==> src/trb_pkg.sv <==
// Shared types and constants for the TRB ring producer.
// No dependencies; imported by every module of the block.
package trb_pkg;

  // Item action codes
  localparam logic ACT_PUSH  = 1'b0;
  localparam logic ACT_RESET = 1'b1;

  // TRB field constants
  localparam int unsigned TRB_TYPE_SHIFT = 10;
  localparam logic [31:0] TRB_TYPE_LINK  = 32'd6;
  localparam logic [31:0] LINK_TOGGLE    = 32'h0000_0002;
  localparam logic [31:0] CYCLE_BIT      = 32'h0000_0001;
  localparam logic [31:0] LINK_WORD3     = (TRB_TYPE_LINK << TRB_TYPE_SHIFT) | LINK_TOGGLE;

  // Classified command passed from front to back
  typedef struct packed {
    logic        action;  // ACT_PUSH or ACT_RESET
    logic        wrap;    // push fills the slot before the link
    logic        cyc;     // cycle bit to apply
    logic [63:0] addr;    // slot address of the data TRB
    logic [31:0] w0;
    logic [31:0] w1;
    logic [31:0] w2;
    logic [31:0] w3;      // control word, cycle bit already merged
  } trb_cmd_t;

  // One memory write on the output side
  typedef struct packed {
    logic [63:0] addr;
    logic [31:0] w0;
    logic [31:0] w1;
    logic [31:0] w2;
    logic [31:0] w3;
    logic        is_link;
    logic        last;
  } trb_wr_t;

endpackage

==> src/trb_ring_producer.sv <==
// TRB ring producer: the front classifies each accepted item into the queue at the accept edge,
// and the back end then loads the output register from the queue head.
// Throughput is one item per cycle while out_ready stays high; a push that fills the last
// data slot holds the back end for the extra link write.
// Reset (rst, synchronous): index 0, cycle 1, ring_base 0, queue and output empty.
// Depends on trb_pkg, trb_front, trb_cmd_fifo and trb_back.
module trb_ring_producer import trb_pkg::*; #(
  parameter int RING_ENTRIES = 256
) (
  input  logic        clk,
  input  logic        rst,
  // configuration: ring base address
  input  logic        cfg_write_en,
  input  logic [63:0] cfg_write_data,
  // input items
  input  logic        in_valid,
  output logic        in_ready,
  input  logic        action,
  input  logic [31:0] param_low,
  input  logic [31:0] param_high,
  input  logic [31:0] status_word,
  input  logic [31:0] control_word,
  // memory writes
  output logic        out_valid,
  input  logic        out_ready,
  output logic [63:0] write_address,
  output logic [31:0] word0,
  output logic [31:0] word1,
  output logic [31:0] word2,
  output logic [31:0] word3,
  output logic        is_link,
  output logic        last
);

  logic [63:0] ring_base;
  logic        in_accept;
  logic        q_full;
  logic        q_not_empty;
  logic        q_pop;
  trb_cmd_t    front_cmd;
  trb_cmd_t    q_head;
  trb_wr_t     wr;

  // Hold the ring base; the user must write it only while the block is idle, which the block itself does not enforce
  always_ff @(posedge clk) begin
    if (rst) begin
      ring_base <= '0;
    end else if (cfg_write_en) begin
      ring_base <= cfg_write_data;
    end
  end

  // Accept whenever the queue has room; the back end drains it independently
  assign in_ready  = ~q_full;
  assign in_accept = in_valid && in_ready;

  trb_front #(
    .RING_ENTRIES(RING_ENTRIES)
  ) u_front (
    .clk         (clk),
    .rst         (rst),
    .accept      (in_accept),
    .action      (action),
    .param_low   (param_low),
    .param_high  (param_high),
    .status_word (status_word),
    .control_word(control_word),
    .ring_base   (ring_base),
    .cmd         (front_cmd)
  );

  trb_cmd_fifo u_fifo (
    .clk      (clk),
    .rst      (rst),
    .push     (in_accept),
    .push_data(front_cmd),
    .full     (q_full),
    .pop      (q_pop),
    .not_empty(q_not_empty),
    .head     (q_head)
  );

  // Emit one write per cycle while out_ready stays high; a wrapping push yields data then link
  trb_back #(
    .RING_ENTRIES(RING_ENTRIES)
  ) u_back (
    .clk      (clk),
    .rst      (rst),
    .ring_base(ring_base),
    .cmd_valid(q_not_empty),
    .cmd      (q_head),
    .cmd_pop  (q_pop),
    .wr_valid (out_valid),
    .wr_ready (out_ready),
    .wr       (wr)
  );

  assign write_address = wr.addr;
  assign word0         = wr.w0;
  assign word1         = wr.w1;
  assign word2         = wr.w2;
  assign word3         = wr.w3;
  assign is_link       = wr.is_link;
  assign last          = wr.last;

`ifndef SYNTH
  // A link write always closes the item's writes
  a_link_is_last: assert property (@(posedge clk) disable iff (rst)
    out_valid |-> (!is_link || last))
    else $error("link write not marked last");

  // A data write that is not last is followed at once by the link write
  a_link_follows: assert property (@(posedge clk) disable iff (rst)
    (out_valid && out_ready && !last) |=> (out_valid && is_link))
    else $error("link write did not follow wrapping data write");

  // Reset empties the output register and opens the input
  a_reset_clears: assert property (@(posedge clk)
    rst |=> (!out_valid && in_ready))
    else $error("reset did not clear output and queue");
`endif

endmodule

==> src/trb_front.sv <==
// Front end: accepts items, tracks enqueue index and producer cycle.
// Depends on trb_pkg for the command type and action codes.
module trb_front import trb_pkg::*; #(
  parameter int RING_ENTRIES = 256
) (
  input  logic        clk,
  input  logic        rst,
  input  logic        accept,
  input  logic        action,
  input  logic [31:0] param_low,
  input  logic [31:0] param_high,
  input  logic [31:0] status_word,
  input  logic [31:0] control_word,
  input  logic [63:0] ring_base,
  output trb_cmd_t    cmd
);

  localparam int IDX_W = (RING_ENTRIES - 1 > 1) ? $clog2(RING_ENTRIES - 1) : 1;
  localparam logic [IDX_W-1:0] IDX_LAST = IDX_W'(RING_ENTRIES - 2);

  logic [IDX_W-1:0] enqueue_index, enqueue_index_next;
  logic             producer_cycle, producer_cycle_next;
  logic             wrap;

  assign wrap = (enqueue_index == IDX_LAST);

  always_comb begin
    enqueue_index_next  = enqueue_index;
    producer_cycle_next = producer_cycle;
    if (accept) begin
      if (action == ACT_RESET) begin
        enqueue_index_next  = '0;
        producer_cycle_next = 1'b1;
      end else if (wrap) begin
        enqueue_index_next  = '0;
        producer_cycle_next = ~producer_cycle;
      end else begin
        enqueue_index_next  = enqueue_index + IDX_W'(1);
      end
    end
  end

  always_ff @(posedge clk) begin
    if (rst) begin
      enqueue_index  <= '0;
      producer_cycle <= 1'b1;
    end else begin
      enqueue_index  <= enqueue_index_next;
      producer_cycle <= producer_cycle_next;
    end
  end

  // Classify the item; address uses the slot index before advance
  always_comb begin
    cmd.action = action;
    cmd.wrap   = (action == ACT_PUSH) && wrap;
    cmd.cyc    = (action == ACT_RESET) ? 1'b1 : producer_cycle;
    cmd.addr   = ring_base + {{(60 - IDX_W){1'b0}}, enqueue_index, 4'b0000};
    cmd.w0     = param_low;
    cmd.w1     = param_high;
    cmd.w2     = status_word;
    cmd.w3     = control_word | {31'd0, producer_cycle};
  end

endmodule

==> src/trb_cmd_fifo.sv <==
// Two-entry command queue between front and back.
// Depends on trb_pkg for the command type.
module trb_cmd_fifo import trb_pkg::*; (
  input  logic     clk,
  input  logic     rst,
  input  logic     push,
  input  trb_cmd_t push_data,
  output logic     full,
  input  logic     pop,
  output logic     not_empty,
  output trb_cmd_t head
);

  trb_cmd_t   entries [2];
  logic       wr_ptr;
  logic       rd_ptr;
  logic [1:0] count;

  assign full      = (count == 2'd2);
  assign not_empty = (count != 2'd0);
  assign head      = entries[rd_ptr];

  always_ff @(posedge clk) begin
    if (push) begin
      entries[wr_ptr] <= push_data;
    end
  end

  always_ff @(posedge clk) begin
    if (rst) begin
      wr_ptr <= 1'b0;
      rd_ptr <= 1'b0;
      count  <= 2'd0;
    end else begin
      if (push) begin
        wr_ptr <= ~wr_ptr;
      end
      if (pop) begin
        rd_ptr <= ~rd_ptr;
      end
      count <= count + {1'b0, push} - {1'b0, pop};
    end
  end

endmodule

==> src/trb_back.sv <==
// Back end: turns queued commands into data and link TRB writes.
// Depends on trb_pkg for command and write types.
module trb_back import trb_pkg::*; #(
  parameter int RING_ENTRIES = 256
) (
  input  logic        clk,
  input  logic        rst,
  input  logic [63:0] ring_base,
  input  logic        cmd_valid,
  input  trb_cmd_t    cmd,
  output logic        cmd_pop,
  output logic        wr_valid,
  input  logic        wr_ready,
  output trb_wr_t     wr
);

  localparam logic [63:0] LINK_OFS = 64'((RING_ENTRIES - 1) * 16);
  localparam logic PH_DATA = 1'b0;
  localparam logic PH_LINK = 1'b1;

  logic    phase, phase_next;
  logic    load;
  logic    emit_link;
  trb_wr_t wr_next;

  assign load      = cmd_valid && (!wr_valid || wr_ready);
  assign emit_link = (cmd.action == ACT_RESET) || (phase == PH_LINK);
  assign cmd_pop   = load && (!cmd.wrap || phase == PH_LINK);

  always_comb begin
    phase_next = phase;
    if (load && cmd.wrap) begin
      phase_next = ~phase;
    end
  end

  always_comb begin
    if (emit_link) begin
      wr_next.addr    = ring_base + LINK_OFS;
      wr_next.w0      = ring_base[31:0];
      wr_next.w1      = ring_base[63:32];
      wr_next.w2      = '0;
      wr_next.w3      = LINK_WORD3 | (cmd.cyc ? CYCLE_BIT : 32'd0);
      wr_next.is_link = 1'b1;
      wr_next.last    = 1'b1;
    end else begin
      wr_next.addr    = cmd.addr;
      wr_next.w0      = cmd.w0;
      wr_next.w1      = cmd.w1;
      wr_next.w2      = cmd.w2;
      wr_next.w3      = cmd.w3;
      wr_next.is_link = 1'b0;
      wr_next.last    = ~cmd.wrap;
    end
  end

  always_ff @(posedge clk) begin
    if (rst) begin
      phase    <= PH_DATA;
      wr_valid <= 1'b0;
    end else begin
      phase <= phase_next;
      if (load) begin
        wr_valid <= 1'b1;
      end else if (wr_ready) begin
        wr_valid <= 1'b0;
      end
    end
  end

  always_ff @(posedge clk) begin
    if (load) begin
      wr <= wr_next;
    end
  end

endmodule

==> config.mk <==
export PLATFORM = sky130hd
export DESIGN_NAME = trb_ring_producer
export DESIGN_NICKNAME = d
export VERILOG_FILES = /design/src/trb_pkg.sv /design/src/trb_ring_producer.sv /design/src/trb_front.sv /design/src/trb_cmd_fifo.sv /design/src/trb_back.sv
export SDC_FILE = /design/constraint.sdc
export NUM_CORES = 1
export LEC_CHECK = 0
export BUFFER_PORTS_ARGS = -buffer_cell sky130_fd_sc_hd__buf_4
export CAP_MARGIN = 10
export CORE_MARGIN = 2
export CORE_UTILIZATION = 45
export CTS_BUF_LIST = sky130_fd_sc_hd__clkbuf_4 sky130_fd_sc_hd__clkbuf_8
export CTS_CLUSTER_SIZE = 12
export DETAILED_ROUTE_END_ITERATION = 8
export GPL_TIMING_DRIVEN = 1
export HOLD_SLACK_MARGIN = 0.1
export PLACE_DENSITY = 0.67
export SYNTH_ARGS = -nofsm -noshare
export SYNTH_HDL_FRONTEND = slang
export SYNTH_HIERARCHICAL = 1
export SYNTH_SLANG_ARGS = --single-unit
export TNS_END_PERCENT = 5
==> constraint.sdc <==
create_clock -name clk -period 11.71 [get_ports clk]
set_clock_uncertainty 0.05 [all_clocks]
set_input_delay 2.342 -clock clk [delete_from_list [all_inputs] [get_ports clk]]
set_output_delay 2.342 -clock clk [all_outputs]
set_load 0.01 [all_outputs]
Word-level counts from Yosys, hierarchy flattened. Memories as Yosys holds them, arrays and structs flattened. A register that Yosys moved wholly into a read port is not among the register bits. Cells that the tools add are included.

Output and inout port bits: 196. Bits in writable memories: 390. ROM bits: 0. Word-level logic and storage cells: 59. Input port bits: 198. Bits in latches: 0. Memories: 1. Register bits after elaboration: 273.

$lt $le $gt $ge: 0. Multiplexer cells: 13. Add/sub/neg operators: 5. Bitwise gates (word level): 8. Shift operators: 0. Div/mod/pow operators: 0. $mul: 0. Equal/unequal tests: 2. Reduce and logical (&&, ||, !) cells: 14.

Memory list: u_fifo.entries (words 2, bits a word 195, rd ports 1, clocked after memory_dff 1, wr ports 1, line trb_cmd_fifo.sv:14) `trb_cmd_t entries [2];`.

Operators with widths (number): $mux 194 (1); $add 64x12->64 (1); $add 64x12->64 const B (1); $or 32x1->32 (1); $mux 8 (2); $mux 1 (10); $add 8x1->8 const B (1); $eq 8x8->1 const B (1); $not 1->1 (7); $reduce_bool 2->1 (3); $logic_and 1x1->1 (5); $logic_or 1x1->1 (3); $add 2x1->2 (1); $eq 2x2->1 const B (1); $logic_not 1->1 (2); $reduce_and 2->1 (1); $sub 2x1->2 (1).

Depth between registers and ports, before layout. Gate-level depths: netlist (run 1).

Depth after elaboration: 6. Depth in mapped cells: 10. Depth with buffers taken out: 8.

Cells and area by module. The synthesis (run 1) kept the hierarchy.

Modules (own cells, without submodules): trb_cmd_fifo (area each 14911.8 sq um, times used 1, seq. area each 11811.3 sq um, cells each 628); trb_back (area each 9276.4 sq um, times used 1, seq. area each 5865.6 sq um, cells each 832); trb_front (area each 2972.9 sq um, times used 1, seq. area each 180.2 sq um, cells each 408); trb_ring_producer (area each 2307.2 sq um, times used 1, seq. area each 1281.2 sq um, cells each 208).

Least setup slack after synthesis (run 1). OpenSTA, ideal clock, no wires.

Kind: input port to flip-flop. Start: in in_valid. End: mem u_fifo/entries[0][0] in the netlist's numbering, enable pin. Slack: -0.329 ns. Data arrival time: 11.212 ns. Data required time: 10.883 ns. Buffers on the path: 0. Library setup time: 0.777 ns. Stages on the path: 2. Path through: nor2b_1 > nor2b_1.

Longest elaborated chain between the ends: 3.

Ends and longest elaborated chain: start, declared (line trb_ring_producer.sv:16) `input logic in_valid,`; $logic_and 1x1->1 (line trb_ring_producer.sv:55) `assign in_accept = in_valid && in_ready;`; $mux 1 (line trb_cmd_fifo.sv:24) `if (push) begin`; $mux 1 (not written as such) (line trb_cmd_fifo.sv:25) `entries[wr_ptr] <= push_data;`; end, declared (line trb_cmd_fifo.sv:14).

No other way between the ends.

Worst setup path in the final report (run 1).
Start: in in_valid. End: mem u_fifo/entries[0][55] in the netlist's numbering, enable pin.

Longest elaborated chain between the ends: 3.

Ends and longest elaborated chain: $logic_and 1x1->1 (line trb_ring_producer.sv:55); named net in_accept (line trb_ring_producer.sv:36) `logic in_accept;`; $mux 1 (line trb_cmd_fifo.sv:24); $mux 1 (not written as such) (line trb_cmd_fifo.sv:25).

The timed path passes the listed nets, and every way through them passes these cells.

==> metrics.md, run 1 <==
| Metric | Value |
|---|---|
| Min Tclk post-route | 4.88 ns |
| Clk Latency, worst-skew pair | 0.71 ns |
| Number of enable flip-flop cells after synthesis | 584 |
| Register bit count reported by yosys | 664 |
| Worst-path maximum fanout | 165 |
| Seq/Total Area, Yosys | 0.649 |
| WP depth | 4 |
| Routed wire length | 72.4 mm |
| IO Count | 394 |
| DRC Markers | 0 |
| Sw frac | 0.294 |
| RSZ-0062 raised after global routing | no |
| Die width | 260 um |
| TNS Setup | 0 ns |
| Post-CTS Setup Bufs | 0 |
| Max clock buf depth | 3 |
| Yosys warning total | 6 |
| Multi-input logic area | 8680 um^2 |
| DR iter-0 viols | 1,284 |
| Outcome | finished, final reports clean |
| Site row count | 93 |
| Cell Area, Synth | 29,500 um^2 |
| Via count | 17.5k |
| Synth top area share | 0.595 |
| Worst path max stage delay | 0.98 ns |
| Hold_buf cts | 0 |
| Hold Crit Class | register to register |
| ANT nets after route | 0 |
| Slew at the pin with the worst max-slew slack | 1.22 ns |
| P&R area growth vs syn | 16.8% |
| Slew headroom | 0.179 |
| Full die area | 67,500 um^2 |
| Ranking of synthesized cells by area | edfxtp_1, mux2_4, dfxtp_1 |
| PortBufs | 393 |
| Register area | 19,100 um^2 |
| Initial Util | 0.456 |
| Pint | 5.37 mW |
| Gr usage total | 0.209 |
| Number of gates resized after cts | 0 |
| Pleak | 13.4 nW |
| Total nets after synthesis | 2,288 |
| Clock sink count | 664 |
| Max-capacitance violation count | 0 |
| # fillers | 5,448 |
| Vias per cell | 5.27 |
| Post-Syn Instances | 2,076 |
| Most used flip-flop cell after synthesis | edfxtp_1 |
| Clock power share | 0.278 |
| Core ar. | 64,600 um^2 |
| CTS tree | done |
| Critical path class | input port to register |
| WP data required | 11.96 ns |
| CP Launch Type | input port |
| R2R Setup Slk | 7.42 ns |
| Final nets | 2,584 |
| Initial antenna violation count | 6 |
| H-tree levels | 3 |
| Metal-1 WL | 30.2 mm |
| Hold Path Depth | 0 |
| Dominant delay contributor by cell family on the critical path | simple AND/OR/NAND/NOR gates |
| Slew Viols, Final | 0 |
| CTS root buffer | clkbuf_8 |
| Drt pass-1 iters | 5 |
| FMAX | 0.205 GHz |
| CP arrival | 5.13 ns |
| Synth Area per Inst | 14.2 um^2 |
| Largest net degree at the start of global routing | 166 |
| Hold Vio Cnt, Final | 0 |
| WL met3 | 4.71 mm |
| Power per cell area | 221 nW/um^2 |
| Die H | 260 um |
| Cell variety after synth | 62 |
| Area leader, netlist | edfxtp_1 |
| Post-DP HPWL | 47.4 mm |
| Share of cells above drive strength 1 | 0.335 |
| WHS | 0.445 ns |
| Max VDD drop | 124 uV |
| Fin util | 0.533 |
| RePlAce Congestion | 0.853 |
| CTS buffer count | 108 |
| Combinational Power Share | 0.255 |
| Reg clk slew, reported paths | 0.06 ns |
| Fraction of registers with async set/reset | 0 |
| R2r worst-path depth | 8 |
| Crit end category | register |
| Final Setup Violations | 0 |
| Top layer reached by signal wires | met5 |
| Vias in the first global route | 17.6k |
| Critical-path cell with the highest stage delay | nor2b_4 |
| Grt ovf | 0 |
| Sw Pwr | 2.24 mW |
| WP buf/inv | 2 |
| First-pass GRT wire length | 106 mm |
| CP Cell Sequence | buf_4 > nor2b_1 > nor2b_4 > buf_12 |
| Met2 routed WL | 35.6 mm |
| Tcrit/Tclk final | 0.417 |
| Reg power frac | 0.467 |
| WL/cell | 21.8 um |
-- sequential cells by signal, indices dropped and copies added (netlist names), named ones only --
register                flops
u_back/phase                1
ring_base                  64
u_fifo/rd_ptr               1
u_back/wr_valid             1
u_fifo/wr_ptr               1
u_fifo/count                2
u_front/enqueue_index       8
u_back/wr                 194
u_fifo/entries            390
u_front/producer_cycle      1
-- layout by cell type (no fill, tap or decap), types with 4 or more instances in the layout --
master and instances:
nor2b_1 5, mux2_2 45, clkinv_2 15, nor3_1 24
nand3_1 41, buf_4 406, nor4_1 23, and4_1 10
nand2b_1 7, edfxtp_1 584, o211ai_1 4, or4_1 7
or2_2 6, clkinv_1 14, and3_1 11, a21oi_1 14
dfxtp_1 79, clkbuf_8 130, a211o_1 4, a31oi_1 6
and3_2 4, xor2_1 30, or3_1 10, nor2_1 133
nand4_1 44, nand2_1 233, a21o_1 21, mux2_4 150
clkbuf_4 35, and2_1 80, a22oi_1 5, o21ai_0 42
mux2i_1 81, inv_1 22, xnor2_1 67, ha_1 13
-- layout make-up --
class,count,area share
clock buffer,165,0.0596
tap,855,0.0311
sequential,664,0.556
multi-input combinational,1167,0.252
timing repair buffer,408,0.0897
clock inverter,38,0.00829
inverter,23,0.00254
antenna,3,0.000218
-- per-stage QoR --
step / setup WS (ns) / cell area, um^2 / total power [mW] / cells
after global placement: 6.21 / 32100 / 5.53 / 3117
after detailed placement: 6.06 / 32100 / 5.57 / 3117
final: 6.83 / 34400 / 7.61 / 3323
after global routing: 6.64 / 34400 / 7.97 / 3323
after floorplan: 3.45 / 29500 / 4.74 / 2076
after CTS: 6.82 / 34400 / 7.70 / 3320
-- routing by layer --
metal	up-vias	track usage
li1	8046	-
met1	8774	0.273
met2	593	0.344
met3	109	0.0461
met4	6	0.0725
met5	-	0
-- final timing paths --
| kind | startpoint | end |
|---|---|---|
| setup / recovery | in_valid | u_fifo/entries[0][55]$_DFFE_PP_ |
| hold / removal | ring_base[3]$_SDFFE_PP0P_ | u_fifo/entries[1][131]$_DFFE_PP_ |
| hold reg to reg | ring_base[3]$_SDFFE_PP0P_ | u_fifo/entries[1][131]$_DFFE_PP_ |
| setup reg to reg | register | u_back/wr[189]$_DFFE_PP_ |
-- power by group through the flow --
stage               sequential, mW  combinational [mW]  clock [mW]
floorplan                     3.76               0.987           0
global placement              3.59                1.94           0
detailed placement            3.60                1.96           0
CTS                           3.56                1.97        2.17
global route                  3.60                2.09        2.27
finish                        3.55                1.94        2.11
-- logic make-up after synthesis --
| kind of cell | share of synthesized area |
|---|---|
| AND/OR/NAND/NOR | 0.113 |
| XOR/XNOR | 0.0296 |
| multiplexers | 0.121 |
| adder cells (fa/ha/maj) | 0.00620 |
| flip-flops | 0.649 |
| AO/OA/AOI/OAI | 0.0244 |
| buffers and inverters | 0.0566 |
-- Yosys cell counts, types with 7 or more instances --
cell      number
o21ai_0       42
and2_1        82
inv_1         23
a21o_1        21
mux2i_1       81
xor2_1        30
a21oi_1       14
or4_1          7
or3_1         10
nand3_1       41
buf_2         15
xnor2_1       67
mux2_4       150
nand2_1      233
buf_6         22
clkbuf_1      43
nor2_1       134
and4_1        10
edfxtp_1     584
mux2_2        45
nand2b_1       7
nand4_1       44
buf_4        132
nor3_1        24
nor4_1        23
dfxtp_1       80
and3_1        11
ha_1          13
No activity file was read; power rests on OpenSTA's default activity.
==> run 2, diff against run 1 <==
--- a/config.mk
+++ b/config.mk
@@ -14,7 +14,6 @@
 export DETAILED_ROUTE_END_ITERATION = 8
 export GPL_TIMING_DRIVEN = 1
 export HOLD_SLACK_MARGIN = 0.1
-export PLACE_DENSITY = 0.67
 export SYNTH_ARGS = -nofsm -noshare
 export SYNTH_HDL_FRONTEND = slang
 export SYNTH_HIERARCHICAL = 1
==> constraint.sdc (replaced) <==
create_clock -name clk -period 4.6 [get_ports clk]
set_clock_uncertainty 0.05 [all_clocks]
set_input_delay 0.92 -clock clk [delete_from_list [all_inputs] [get_ports clk]]
set_output_delay 0.92 -clock clk [all_outputs]
set_load 0.01 [all_outputs]
==> run 2 against run 1 <==
  * Die area did not move
  * Final cell count rose by 0.36%
  * Design area rose by 0.40%
  * Routed wire length rose by 1.6%
==> metrics.md, run 2 (synthesis gave the netlist of run 1 again) <==
| Metric | Value |
|---|---|
| Outcome | finished, final reports clean |
| ANT nets after route | 0 (unchanged) |
| Max-capacitance violation count | 0 (unchanged) |
| Fin util | 0.535 (+0.00213) |
| Reg clk slew, reported paths | 0.06 ns (about the same) |
| CP Cell Sequence | mux2_2 > nor2_4 > buf_4 > buf_12 > nor2_1 > nand3_1 > mux2i_1 > a211o_1 |
| Min Tclk post-route | 3.20 ns |
| Power per cell area | 562 nW/um^2 (+150%) |
| RSZ-0062 raised after global routing | no |
| Initial Util | 0.456 (unchanged) |
| Tcrit/Tclk final | 0.695 |
| Reg power frac | 0.463 (-0.004) |
| Final Setup Violations | 0 (unchanged) |
| Clock sink count | 664 (unchanged) |
| PortBufs | 393 (unchanged) |
| Critical-path cell with the highest stage delay | dfxtp_4 |
| Number of flip-flops under the largest register name | 390 (unchanged) |
| RePlAce Congestion | 0.859 (+0.63%) |
| Via count | 17.4k (-0.46%) |
| Slew Viols, Final | 0 (unchanged) |
| Max clock buf depth | 3 (unchanged) |
| FMAX | 0.313 GHz |
| Post-DP HPWL | 48.5 mm (+2.4%) |
| Final nets | 2,593 (+0.35%) |
| CTS root buffer | clkbuf_8 |
| WL/cell | 22.0 um (+1.2%) |
| Die H | 260 um (unchanged) |
| Drt pass-1 iters | 5 (unchanged) |
| CP Launch Type | register |
| Clk Latency, worst-skew pair | 0.72 ns (about the same) |
| R2r worst-path depth | 8 (unchanged) |
| Worst-path maximum fanout | 205 (+24%) |
| Critical R2R Capture | u_back/wr[189]$_DFFE_PP_ |
| Crit end category | register |
| Slew at the pin with the worst max-slew slack | 1.33 ns (+0.105 ns) |
| Initial antenna violation count | 8 (+2) |
| CTS tree | done |
| Worst setup endpoint | u_back/wr[189]$_DFFE_PP_ |
| Share of cells above drive strength 1 | 0.335 (about the same) |
| WP data required | 5.00 ns (-6.96 ns) |
| Slew headroom | 0.109 (-0.0696) |
| Routed wire length | 73.5 mm (+1.6%) |
| Number of gates resized after cts | 0 (unchanged) |
| DR iter-0 viols | 1,197 (-6.8%) |
| Gr usage total | 0.213 (+0.00366) |
| DRC Markers | 0 (unchanged) |
| Sw frac | 0.297 (+0.00275) |
| Pleak | 13.4 nW (+0.43%) |
| Vias per cell | 5.23 (-0.81%) |
| WP buf/inv | 2 (unchanged) |
| Hold Crit Class | input port to register |
| Hold Vio Cnt, Final | 0 (unchanged) |
| DP Worst Slack | 1.38 ns (-4.69 ns) |
| Final worst slack | 1.40 ns (-5.43 ns) |
| Vias in the first global route | 17.5k (-0.98%) |
| IO Count | 394 (unchanged) |
| Max VDD drop | 315 uV (+150%) |
| Hold Path Depth | 1 (+1) |
| Commonest non-fill, non-tap cells in the layout | edfxtp_1, buf_4, nand2_1 |
| TNS Setup | 0 ns (unchanged) |
| Core ar. | 64,600 um^2 (unchanged) |
| Grt ovf | 0 (unchanged) |
| Dominant delay contributor by cell family on the critical path | buffers and inverters |
| Clock power share | 0.277 (about the same) |
| Combinational Power Share | 0.260 (+0.005) |
| WP depth | 8 (+4) |
| First-pass GRT wire length | 108 mm (+1.6%) |
| Site row count | 93 (unchanged) |
| H-tree levels | 3 (unchanged) |
| Full die area | 67,500 um^2 (unchanged) |
| Die width | 260 um (unchanged) |
| Post-CTS Setup Bufs | 0 (unchanged) |
| Most common cell after layout, fill and taps aside | edfxtp_1 |
| Critical path class | register to register |
| R2R Setup Slk | 1.40 ns (-6.02 ns) |
| P&R area growth vs syn | 17.3% |
| Largest net degree at the start of global routing | 206 (+24%) |
| Top flop regs | u_fifo/entries (390), u_back/wr (194), ring_base (64) |
| Pint | 13.7 mW (+150%) |
| CTS buffer count | 110 (+1.9%) |
| Largest Register | u_fifo/entries |
| Hold_buf cts | 0 (unchanged) |
| # fillers | 5,464 (+0.29%) |
| CP arrival | 3.59 ns (-1.54 ns) |
| Worst path max stage delay | 0.64 ns (-0.34 ns) |
| Sw Pwr | 5.77 mW (+160%) |
==> run 2: worst min-delay path by stage <==
stage                                           from                          endpoint  slack (ns)
final                                 param_high[10]   u_fifo/entries[1][74]$_DFFE_PP_        0.34
after global routing                  param_high[10]   u_fifo/entries[1][74]$_DFFE_PP_        0.29
after CTS                             param_high[19]   u_fifo/entries[0][83]$_DFFE_PP_        0.27
after detailed placement   ring_base[3]$_SDFFE_PP0P_  u_fifo/entries[1][131]$_DFFE_PP_        0.43
after global placement     ring_base[3]$_SDFFE_PP0P_  u_fifo/entries[0][131]$_DFFE_PP_        0.42
after floorplan           u_fifo/rd_ptr$_SDFFE_PP0P_                          register        0.43
==> run 2: power by group through the flow <==
stage	registers [mW]	logic [mW]	clock network, mW
5_1_grt	9.12	5.44	5.81
3_3_place_gp	9.09	5.07	0
2_1_floorplan	9.43	2.52	0
6_report	8.99	5.06	5.38
4_1_cts	9.02	5.15	5.52
3_5_place_dp	9.13	5.12	0
==> run 2: area by class of cell <==
type                    instances  area (um^2)  area share
diodes                          4         10.0    0.000290
well taps                     855         1070      0.0310
clock buffers                 158         2010      0.0580
multi-input cells            1167         8690       0.251
repair buffers                415         3230      0.0934
clock inverters                49          324     0.00938
inverters                      23         87.6     0.00253
flip-flops and latches        664        19100       0.554
==> run 2: worst register-to-register path, delay by kind of cell (launching register included) <==
kind,cells,cell delay (ns)
buffers and inverters,2,0.93
flip-flops,1,0.64
AND/OR/NAND/NOR,3,0.56
multiplexers,2,0.51
AO/OA/AOI/OAI,1,0.28
==> run 2: stage by stage <==
stage | power [mW] | cells | instance area [um^2] | hold WS [ns]
6_report | 19.4 | 3335 | 34600 | 0.342
5_1_grt | 20.4 | 3335 | 34600 | 0.286
4_1_cts | 19.7 | 3331 | 34500 | 0.273
3_5_place_dp | 14.3 | 3124 | 32200 | 0.427
3_3_place_gp | 14.2 | 3124 | 32200 | 0.418
2_1_floorplan | 11.9 | 2076 | 29500 | 0.431
==> run 2: layer usage <==
layer	GRT usage	up-vias	routed length, um
li1	-	8064	-
met1	0.280	8651	31100
met2	0.343	585	35200
met3	0.0493	142	5080
met4	0.0821	6	2070
met5	0	-	46
